$ cat src/hw/rtl/dvrt_pkg.sv
package dvrt_pkg;

    localparam int AddrW = 32;
    localparam int LenW  = 6;
    localparam int CostW = 9;
    localparam int AgeW  = 3;
    localparam int PortW = 4;

    localparam logic [1:0] OP_UPDATE = 2'd0;
    localparam logic [1:0] OP_LOOKUP = 2'd1;
    localparam logic [1:0] OP_DUMP   = 2'd2;
    localparam logic [1:0] OP_NONE   = 2'd3;

    localparam logic [2:0] ST_INSTALLED = 3'd0;
    localparam logic [2:0] ST_REFRESHED = 3'd1;
    localparam logic [2:0] ST_AGED      = 3'd2;
    localparam logic [2:0] ST_KEPT      = 3'd3;
    localparam logic [2:0] ST_FULL      = 3'd4;
    localparam logic [2:0] ST_RESULT    = 3'd5;

    localparam logic [AgeW-1:0] AGE_MAX = 3'd7;

    typedef struct packed {
        logic [AddrW-1:0] addr;
        logic [AddrW-1:0] mask;
        logic [AddrW-1:0] key;
        logic [LenW-1:0]  len;
        logic [CostW-1:0] cost;
        logic [AgeW-1:0]  age;
        logic [PortW-1:0] port;
    } entry_t;

    // run of leading ones from bit 31
    function automatic logic [LenW-1:0] lead_ones(input logic [AddrW-1:0] m);
        logic [LenW-1:0] n;
        n = LenW'(AddrW);
        for (int i = 0; i < AddrW; i++)
        begin
            if (!m[i])
                n = LenW'(AddrW - 1 - i);
        end
        return n;
    endfunction

    function automatic logic [AddrW-1:0] prefix_mask(input logic [LenW-1:0] len);
        return ~({AddrW{1'b1}} >> len);
    endfunction

endpackage

$ cat src/hw/rtl/distance_vector_route_table.sv
// Distance-vector route table. A word is taken on start while busy is low.
// Busy drops in the cycle that strobes the item's last result on result_valid,
// so the next word can be taken in that cycle. Results appear for one cycle and
// cannot be held off. An update or lookup scans the entry memory once, one entry
// per cycle through its single registered read port: reads are issued for every
// entry, the last read is evaluated, the scan closes, and a final state decides
// and writes back. A dump rescans for each entry it emits (one scan finds each
// successor in prefix order), so each of its words takes a full scan; an empty
// dump gives a single word after one scan. Configuration (stale_limit) is always
// ready and is meant to be written while busy is low.
module distance_vector_route_table #(
    parameter int NUM_ENTRIES = 32,
    parameter int NUM_PORTS   = 16
) (
    input  logic        clk,
    input  logic        rst_n,
    input  logic        start,
    output logic        busy,
    input  logic [1:0]  op,
    input  logic [31:0] addr,
    input  logic [31:0] mask,
    input  logic [7:0]  hops,
    input  logic [3:0]  port,
    input  logic        cfg_valid,
    output logic        cfg_ready,
    input  logic [2:0]  cfg_data,
    output logic        result_valid,
    output logic [2:0]  status,
    output logic        found,
    output logic [3:0]  out_port,
    output logic [31:0] out_addr,
    output logic [31:0] out_mask,
    output logic [8:0]  out_cost,
    output logic        last
);

    localparam int IW = (NUM_ENTRIES > 1) ? $clog2(NUM_ENTRIES) : 1;
    localparam int CW = $clog2(NUM_ENTRIES + 1);
    localparam int PW = dvrt_pkg::AddrW + dvrt_pkg::LenW;

    localparam logic [1:0] S_IDLE = 2'd0;
    localparam logic [1:0] S_SCAN = 2'd1;
    localparam logic [1:0] S_DONE = 2'd2;

    // entry store: one write port, one registered read port
    dvrt_pkg::entry_t mem [NUM_ENTRIES];
    dvrt_pkg::entry_t rd_data_reg;
    logic             mem_we;
    logic [IW-1:0]    mem_waddr;
    dvrt_pkg::entry_t mem_wdata;

    logic [1:0]  state_reg;
    logic [1:0]  op_reg;
    logic [31:0] addr_reg;
    logic [31:0] mask_reg;
    logic [7:0]  hops_reg;
    logic [3:0]  port_reg;
    logic [2:0]  stale_reg;

    logic [CW-1:0]          issue_cnt_reg;
    logic                   ev_vld_reg;
    logic [IW-1:0]          ev_idx_reg;
    logic [NUM_ENTRIES-1:0] valid_reg;
    logic [CW-1:0]          valid_cnt_reg;
    logic [CW-1:0]          sent_cnt_reg;

    logic                   free_found_reg;
    logic [IW-1:0]          free_idx_reg;
    logic                   hit_found_reg;
    logic [IW-1:0]          hit_idx_reg;
    dvrt_pkg::entry_t       hit_ent_reg;
    logic                   best_found_reg;
    dvrt_pkg::entry_t       best_ent_reg;
    logic                   prev_found_reg;
    logic [PW-1:0]          prev_pair_reg;

    // request decode
    logic [dvrt_pkg::LenW-1:0]  q_len;
    logic [31:0]                q_key;
    logic [dvrt_pkg::CostW-1:0] q_cost;
    dvrt_pkg::entry_t           q_ent;

    assign q_len  = dvrt_pkg::lead_ones(mask_reg);
    assign q_key  = addr_reg & dvrt_pkg::prefix_mask(q_len);
    assign q_cost = {1'b0, hops_reg} + 9'd1;
    assign q_ent  = '{addr: addr_reg, mask: mask_reg, key: q_key, len: q_len,
                      cost: q_cost, age: '0, port: port_reg};

    // per-entry evaluation on the word just read
    logic          ev_v;
    logic          upd_match;
    logic          lk_match;
    logic [PW-1:0] ev_pair;
    logic [PW-1:0] best_pair;
    logic          dp_match;

    assign ev_v      = ev_vld_reg && valid_reg[ev_idx_reg];
    assign upd_match = ev_v && (rd_data_reg.len == q_len) && (rd_data_reg.key == q_key);
    assign lk_match  = ev_v
        && ((addr_reg & dvrt_pkg::prefix_mask(rd_data_reg.len)) == rd_data_reg.key)
        && (!best_found_reg || (rd_data_reg.len > best_ent_reg.len));
    assign ev_pair   = {rd_data_reg.key, rd_data_reg.len};
    assign best_pair = {best_ent_reg.key, best_ent_reg.len};
    assign dp_match  = ev_v && (!prev_found_reg || (ev_pair > prev_pair_reg))
        && (!best_found_reg || (ev_pair < best_pair));

    logic scan_end;
    assign scan_end = (issue_cnt_reg == CW'(NUM_ENTRIES)) && !ev_vld_reg;

    // update decision
    logic                       port_bad;
    logic                       replace;
    logic [dvrt_pkg::AgeW-1:0]  age_inc;
    logic [2:0]                 upd_status;

    assign port_bad = ({1'b0, port_reg} >= 5'(NUM_PORTS));
    assign replace  = (q_cost < hit_ent_reg.cost) || (hit_ent_reg.age >= stale_reg);
    assign age_inc  = (hit_ent_reg.age == dvrt_pkg::AGE_MAX) ? dvrt_pkg::AGE_MAX
                                                            : hit_ent_reg.age + 3'd1;

    always_comb
    begin
        mem_we     = 1'b0;
        mem_waddr  = hit_idx_reg;
        mem_wdata  = hit_ent_reg;
        upd_status = dvrt_pkg::ST_KEPT;
        if (state_reg == S_DONE && op_reg == dvrt_pkg::OP_UPDATE)
        begin
            priority if (port_bad)
            begin
                upd_status = dvrt_pkg::ST_KEPT;
            end
            else if (!hit_found_reg)
            begin
                if (free_found_reg)
                begin
                    mem_we     = 1'b1;
                    mem_waddr  = free_idx_reg;
                    mem_wdata  = q_ent;
                    upd_status = dvrt_pkg::ST_INSTALLED;
                end
                else
                begin
                    upd_status = dvrt_pkg::ST_FULL;
                end
            end
            else if (replace)
            begin
                mem_we     = 1'b1;
                mem_wdata  = q_ent;
                upd_status = dvrt_pkg::ST_INSTALLED;
            end
            else if (q_cost == hit_ent_reg.cost)
            begin
                mem_we        = 1'b1;
                mem_wdata.age = '0;
                upd_status    = dvrt_pkg::ST_REFRESHED;
            end
            else if (hit_ent_reg.cost > 9'd1)
            begin
                mem_we        = 1'b1;
                mem_wdata.age = age_inc;
                upd_status    = dvrt_pkg::ST_AGED;
            end
            else
            begin
                upd_status = dvrt_pkg::ST_KEPT;
            end
        end
    end

    always_ff @(posedge clk)
    begin
        if (mem_we)
            mem[mem_waddr] <= mem_wdata;
        if (state_reg == S_SCAN && issue_cnt_reg != CW'(NUM_ENTRIES))
            rd_data_reg <= mem[issue_cnt_reg[IW-1:0]];
    end

    assign busy      = (state_reg != S_IDLE);
    assign cfg_ready = 1'b1;

    logic dump_last;
    assign dump_last = ((sent_cnt_reg + CW'(1)) == valid_cnt_reg);

    always_ff @(posedge clk or negedge rst_n)
    begin
        if (!rst_n)
        begin
            state_reg      <= S_IDLE;
            stale_reg      <= 3'd5;
            valid_reg      <= '0;
            valid_cnt_reg  <= '0;
            sent_cnt_reg   <= '0;
            issue_cnt_reg  <= '0;
            ev_vld_reg     <= 1'b0;
            ev_idx_reg     <= '0;
            free_found_reg <= 1'b0;
            hit_found_reg  <= 1'b0;
            best_found_reg <= 1'b0;
            prev_found_reg <= 1'b0;
            result_valid   <= 1'b0;
            op_reg         <= dvrt_pkg::OP_NONE;
        end
        else
        begin
            result_valid <= 1'b0;
            if (cfg_valid && cfg_ready)
                stale_reg <= cfg_data;

            unique case (state_reg)
                S_IDLE:
                begin
                    if (start && op != dvrt_pkg::OP_NONE)
                    begin
                        state_reg      <= S_SCAN;
                        op_reg         <= op;
                        addr_reg       <= addr;
                        mask_reg       <= mask;
                        hops_reg       <= hops;
                        port_reg       <= port;
                        issue_cnt_reg  <= '0;
                        ev_vld_reg     <= 1'b0;
                        free_found_reg <= 1'b0;
                        hit_found_reg  <= 1'b0;
                        best_found_reg <= 1'b0;
                        prev_found_reg <= 1'b0;
                        sent_cnt_reg   <= '0;
                    end
                end
                S_SCAN:
                begin
                    // issue one read a cycle, evaluate it the cycle after
                    if (issue_cnt_reg != CW'(NUM_ENTRIES))
                    begin
                        ev_vld_reg    <= 1'b1;
                        ev_idx_reg    <= issue_cnt_reg[IW-1:0];
                        issue_cnt_reg <= issue_cnt_reg + CW'(1);
                    end
                    else
                    begin
                        ev_vld_reg <= 1'b0;
                    end
                    if (ev_vld_reg && !valid_reg[ev_idx_reg] && !free_found_reg)
                    begin
                        free_found_reg <= 1'b1;
                        free_idx_reg   <= ev_idx_reg;
                    end
                    if (op_reg == dvrt_pkg::OP_UPDATE && upd_match)
                    begin
                        hit_found_reg <= 1'b1;
                        hit_idx_reg   <= ev_idx_reg;
                        hit_ent_reg   <= rd_data_reg;
                    end
                    if ((op_reg == dvrt_pkg::OP_LOOKUP && lk_match)
                        || (op_reg == dvrt_pkg::OP_DUMP && dp_match))
                    begin
                        best_found_reg <= 1'b1;
                        best_ent_reg   <= rd_data_reg;
                    end
                    if (scan_end)
                        state_reg <= S_DONE;
                end
                S_DONE:
                begin
                    result_valid <= 1'b1;
                    status       <= dvrt_pkg::ST_RESULT;
                    found        <= 1'b0;
                    out_port     <= '0;
                    out_addr     <= '0;
                    out_mask     <= '0;
                    out_cost     <= '0;
                    last         <= 1'b1;
                    state_reg    <= S_IDLE;
                    if (op_reg == dvrt_pkg::OP_UPDATE)
                    begin
                        status <= upd_status;
                        if (!port_bad && !hit_found_reg && free_found_reg)
                        begin
                            valid_reg[free_idx_reg] <= 1'b1;
                            valid_cnt_reg           <= valid_cnt_reg + CW'(1);
                        end
                    end
                    else if (op_reg == dvrt_pkg::OP_LOOKUP)
                    begin
                        found    <= best_found_reg;
                        out_port <= best_found_reg ? best_ent_reg.port : 4'd0;
                    end
                    else if (best_found_reg)
                    begin
                        // dump: emit successor, rescan unless it was the last
                        found          <= 1'b1;
                        out_port       <= best_ent_reg.port;
                        out_addr       <= best_ent_reg.addr;
                        out_mask       <= best_ent_reg.mask;
                        out_cost       <= best_ent_reg.cost;
                        last           <= dump_last;
                        prev_found_reg <= 1'b1;
                        prev_pair_reg  <= best_pair;
                        sent_cnt_reg   <= sent_cnt_reg + CW'(1);
                        best_found_reg <= 1'b0;
                        issue_cnt_reg  <= '0;
                        if (!dump_last)
                            state_reg <= S_SCAN;
                    end
                end
                default:
                begin
                    state_reg <= S_IDLE;
                end
            endcase
        end
    end

endmodule

$ cat config.mk
export PLATFORM = sky130hd
export DESIGN_NAME = distance_vector_route_table
export DESIGN_NICKNAME = d
export VERILOG_FILES = /design/src/hw/rtl/dvrt_pkg.sv /design/src/hw/rtl/distance_vector_route_table.sv
export SDC_FILE = /design/constraint.sdc
export NUM_CORES = 2
export LEC_CHECK = 0
export BUFFER_PORTS_ARGS = -buffer_cell sky130_fd_sc_hd__buf_2
export CORE_UTILIZATION = 35
export CTS_BUF_LIST = sky130_fd_sc_hd__clkbuf_16
export DETAILED_ROUTE_END_ITERATION = 7
export GPL_TIMING_DRIVEN = 1
export PLACE_DENSITY = 0.46
export RECOVER_POWER = 25
export SYNTH_ARGS = -nofsm -noshare
export SYNTH_HDL_FRONTEND = slang
export SYNTH_SLANG_ARGS = --single-unit
$ cat constraint.sdc
create_clock -name clk -period 20.9 [get_ports clk]
set_input_delay 1.045 -clock clk [delete_from_list [all_inputs] [get_ports clk]]
set_output_delay 1.045 -clock clk [all_outputs]
set_load 0.02 [all_outputs]
### After elaboration in Yosys (flattened, before gate mapping)

Memories as Yosys holds them, arrays and structs flattened. A register that Yosys moved wholly into a read port is not among the register bits.
Index checks and enable logic that the tools add are counted.
Widths: inputs -> output; s select.

* register bits after elaboration: 507
* bits in writable memories: 3776
* input bits: 85
* logic and storage cells: 240
* memories: 1

* add/sub/neg operators: 5
* $lt $le $gt $ge: 9
* eq/ne operators: 22
* shift-type cells: 2
* mux-type cells: 97
* bitwise gates (word level): 8
* reductions and logical operators: 54

Memories
* mem: words 32, width 118, read ports 1, clocked after memory_dff 1, wr ports 1, line distance_vector_route_table.sv:46 `dvrt_pkg::entry_t mem [NUM_ENTRIES];`

Operators with widths (number)
* $mux 118: 3
* $mux 6: 40
* $mux 111: 1
* $and 32x32->32: 2
* $eq 32x32->1: 2
* $not 32->32: 2
* $shr 32x6->32 const A: 2
* $gt 38x38->1: 1
* $lt 38x38->1: 1
* $or 32x32->32: 1
* $mux 1: 28
* $mux 3: 7
* $reduce_and 3->1: 7
* $add 6x1->6 const B: 3
* $logic_and 1x1->1: 18
* $pmux 6 s3: 1
* $mux 5: 3
* $reduce_and 5->1: 3
* $eq 6x6->1: 2
* $lt 5x6->1 const B: 2
* $ne 2x2->1 const B: 6
* $pmux 6 s2: 1
* $reduce_and 2->1: 6
* $add 8x1->9 const B: 1
* 29 further kinds: 54

### Longest topological paths before layout

* word-level depth: 40
* depth in mapped cells: 15
* depth with buffers taken out: 12

### Worst setup path after synthesis

OpenSTA, ideal clock, no wires.

* path kind: register to register
* start: reg mask_reg[25]
* end: reg hit_ent_reg[0] (netlist name), enable pin
* setup time: 907 ps
* arrival time: 14106 ps
* data required time: 19993 ps
* path slack: 5887 ps
* stages on the path, launching flop included: 11
* period minus slack after synthesis: 15013 ps
* path through: edfxtp_1 nand4_4 nor4_4 buf_6 nand2_1 a2111oi_2 nand4_1 or4_1 nor4_1 o2111ai_1 nor4_1

* longest elaborated chain between the ends: 14
* elaborated cells on any way between the ends: 16
* those cells by class: eq/ne (2); shift (1); mux (7); bitwise (2); reduce/logical (4)

Ends and longest elaborated chain
* start, declared: line distance_vector_route_table.sv:55 `logic [31:0] mask_reg;`
* start signal, assigned: line distance_vector_route_table.sv:219 `mask_reg <= mask;`
* $mux 6 (*) (7 in a row): line dvrt_pkg.sv:39 `if (!m[i])`
* $shr 32x6->32: line dvrt_pkg.sv:46 `return ~({AddrW{1'b1}} >> len);`
* $not 32->32: line dvrt_pkg.sv:46
* $and 32x32->32: line distance_vector_route_table.sv:84 `assign q_key = addr_reg & dvrt_pkg::prefix_mask(q_len);`
* $eq 32x32->1: line distance_vector_route_table.sv:98 `assign upd_match = ev_v && (rd_data_reg.len == q_len) && (rd_data_reg.key == q_key);`
* $logic_and 1x1->1 (*): line distance_vector_route_table.sv:98
* $logic_and 1x1->1 (*): line distance_vector_route_table.sv:249 `if (op_reg == dvrt_pkg::OP_UPDATE && upd_match)`
* $reduce_and 3->1 (no line) (*)
* end signal, assigned: line distance_vector_route_table.sv:253 `hit_ent_reg <= rd_data_reg;`
* end, declared: line distance_vector_route_table.sv:71 `dvrt_pkg::entry_t hit_ent_reg;`

Every way passes the cells marked *; elsewhere a longest branch is shown, timed or not.
A chain may end at the register's enable or synchronous reset.

### Worst setup path after layout

* start: reg op_reg[0]
* end: mem mem[18][91] (netlist name), enable pin

* longest elaborated chain between the ends: 5
* elaborated cells on any way between the ends: 6
* those cells by class: mux (4); reduce/logical (2)

Ends and longest elaborated chain
* start, declared: line distance_vector_route_table.sv:53 `logic [1:0] op_reg;`
* start signal, assigned: line distance_vector_route_table.sv:203 `op_reg <= dvrt_pkg::OP_NONE;`
* start signal, assigned: line distance_vector_route_table.sv:217 `op_reg <= op;`
* $logic_not 2->1 (*): line distance_vector_route_table.sv:127 `if (state_reg == S_DONE && op_reg == dvrt_pkg::OP_UPDATE)`
* $logic_and 1x1->1 (*): line distance_vector_route_table.sv:127
* $mux 1: line distance_vector_route_table.sv:127
* $mux 1: line distance_vector_route_table.sv:174 `if (mem_we)`
* $mux 1 (implied by the code): line distance_vector_route_table.sv:175 `mem[mem_waddr] <= mem_wdata;`
* end, declared: line distance_vector_route_table.sv:46

Marked as above.

==> flow_summary.yaml <==
cts:
  root_buffer: "clkbuf_16"
  clock_latency_ns: 1.04
  cts_tree: "built"
  htree_levels: 5
  cts.sinks: 4401
  post_cts_resized: 0
  post-cts-setup-buffer-count: 0
  cts_made_buffers: 461
  clockBufferDepth: 4
  clk_pin_slew_ns: 0.06
final_layout:
  drive_above_1_share: 0.260
  fillers: 42500
  syn2layout_area_growth_pct: 14.3
  nNetsFinal: 8239
  largest_reg_flops: 3776
setup_path:
  worstPathCellList: "clkbuf_1 > or2_0 > nor2_1 > nand3b_1 > clkbuf_1 > mux2i_1 > nand2b_1 > nor2_4 > clkbuf_1 > buf_4"
  cp.arrival_ns: 13.05
  cp_data_required_time_ns: 21.51
  critPathMaxStageDelay_ns: 6.76
  crit_fanout: 84
  cp_slowest_cell: "clkbuf_1"
  cpMostUsedCell: "clkbuf_1"
  worstSetupStartpointType: "register"
  cp-end-kind: "register"
  path_class: "register to register"
power:
  internal_power_mw: 17.0
  p_sw_mw: 6.33
  p_clk_frac: 0.346
  p_leak_nw: 61.2
  p_seq_frac: 0.443
  comb_power_share: 0.211
  peakVddDrop_mv: 0.134
  swShare: 0.272
  power_per_cell_area_mw_per_mm2: 120
global_route:
  antenna_found_initial: 49
  grt_max_degree: 143
  grt_pass1_vias: 85000
  grt_use_total: 0.208
  grt_first_pass_wirelength_um: 710000
  overflow: 0
synth:
  avgSynthCellArea_sq_um: 22.5
  syn_inst: 7551
  synth_top_cell_area_share: 0.766
  synthXorXnorAreaFrac: 0.00289
  synth_top_area_cell: "edfxtp_1"
  synth_compound_area_frac: 0.0147
  synth-simple-area-share: 0.0229
  yosys-top-cells-count: "edfxtp_1, mux4_2, nand2_1"
  syn_area_sq_mm: 0.170
  synth.most_common_cell: "edfxtp_1"
  synth_top_flop_cell: "edfxtp_1"
  ys_async_sr_fraction: 0.0155
  synth_warnings: 0
  synth-seq-cells: 4401
  seq_area_frac_synth: 0.776
  synth_edf_count: 4333
  synth.distinct_cells: 78
  synth_top_family_by_area: "multiplexers"
  synthMuxAreaShare: 0.166
  ys_top_cells_by_area: "edfxtp_1, mux4_2, dfrtp_1, nand2_1, mux2_2"
  syn_nets: 7730
  synthAdderAreaFrac: 0.00692
placement:
  portBuffers: 168
  place_hpwl_um: 275000
  place_congestion: 0.889
sta:
  max_freq_mhz: 80.4
  rsz0062_at_grt: "no"
  setup_viol: 0
  clock_skew_ns: 0.0882
  worstMarginPinSlew_ns: 10.07
  fin_crit_sh: 0.595
  whs_ns: 0.175
  hold_viol: 0
  maxSlewHeadroom: -5.72
  finalSetupTns_ns: 0
  min_period_ns: 12.44
  drv_slew: 1686
floorplan:
  die_w_um: 699
  dieArea_sq_mm: 0.488
  initial_utilization: 0.352
  boundaryPins: 170
  rows: 255
  die_h_um: 699
  core-area_sq_mm: 0.483
run_status:
  violations: "max-capacitance violations, max-slew violations"
  outcome: "finished, violations left"
route:
  finalWirelength_um: 515000
  first_pass_iters: 5
  final_antenna_net_count: 0
  via_per_inst: 5.58
  post_drt_wl_per_cell_um: 34.6
  drt_iter0_markers: 9760
  dr_total_vias: 83000
  drc_errors: 0
run:
  cap_violations: 50
hold_path:
  min_path_type: "primary input to register"
[power groups by stage]
stage / sequential [mW] / combinational, mW / clock, mW
floorplan: 10.2 / 3.61 / 0
global placement: 10.5 / 5.02 / 0
detailed placement: 10.5 / 5.01 / 0
CTS: 10.3 / 5.03 / 8.24
global route: 10.3 / 5.26 / 8.56
finish: 10.3 / 4.93 / 8.07
[metal layers]
layer  wire (um)  track usage  vias to the layer above
li1            -            -                    32900
met3       34900       0.0335                      684
met2      241000        0.327                     2895
met1      228000        0.306                    46500
met5         122            0                        -
met4       10900       0.0445                       20
[final cells by class]
class | count | area (sq um) | area share
Antenna cell | 8 | 20.0 | 0.000103
Clock buffer | 466 | 11700 | 0.0601
Clock inverter | 389 | 3110 | 0.0160
Inverter | 122 | 459 | 0.00236
Multi-Input combinational cell | 2669 | 36600 | 0.188
Sequential cell | 4401 | 132000 | 0.679
Tap cell | 6425 | 8040 | 0.0414
Timing Repair Buffer | 405 | 2490 | 0.0128
[critical path, delay by kind of cell, from the launching register on]
kind          cells  cell delay (ns)
flops             1             0.53
mux               1             0.44
simple gates      5             1.35
buf+inv           4             9.45
[cells in the final DEF, fill, tap and decap left out, types with 19 or more instances in the layout]
cell and instances:
a21o_1 55, a21oi_1 56, and3_1 90, buf_12 20, buf_2 39, buf_4 153
bufinv_16 45, clkbuf_1 190, clkbuf_16 466, clkinv_1 137, clkinv_2 64, dfrtp_1 60
edfxtp_1 4333, ha_1 94, inv_1 224, mux2_2 116, mux2i_1 23, mux4_2 1180
nand2_1 377, nand2b_1 24, nand3_1 61, nand4_1 42, nor2_1 87, nor2b_1 19
nor3_1 22, o21ai_0 87, o21ai_2 20, xnor2_1 35, xor2_1 21
[timing repair]
action                                  in CTS  in global routing
endpoints found under the hold margin        2                  0
hold buffers                                 1                  0
endpoints found under the setup margin       0                  0
[cell families after synthesis]
group / count (synthesis)
buffers and inverters: 481
flip-flops: 4401
other: 1
adder cells (fa/ha/maj): 94
AO/OA/AOI/OAI: 379
AND/OR/NAND/NOR: 811
multiplexers: 1328
XOR/XNOR: 56
[through the flow]
stage               setup WS [ns]   util  area (sq um)  power [mW]  cells
floorplan                    5.89      -        170000        13.8   7551
global route                 8.25  0.402        194000        24.1  14900
finish                       8.46  0.402        194000        23.3  14900
CTS                         13.98  0.403        195000        23.6  14900
global placement            14.02  0.373        180000        15.5  14000
detailed placement          13.99  0.373        180000        15.5  14000
[path summary, 6_finish.rpt]
check | from | to | slack (ns) | cells past startpoint
worst max-delay path | op_reg[0] | mem[18][91] | 8.46 | 10
worst min-delay path | mask[7] | mask_reg[7] | 0.18 | 1
worst max register to register | op_reg[0] | mem[18][91] | 8.46 | 10
worst min register to register | rd_data_reg[6] | hit_ent_reg[6] | 0.42 | 0
max in group asynchronous | rst_n | valid_reg[31] | 16.95 | 3
min in group asynchronous | rst_n | result_valid | 0.81 | 2
Note: power is estimated with default switching activity, not from simulation.
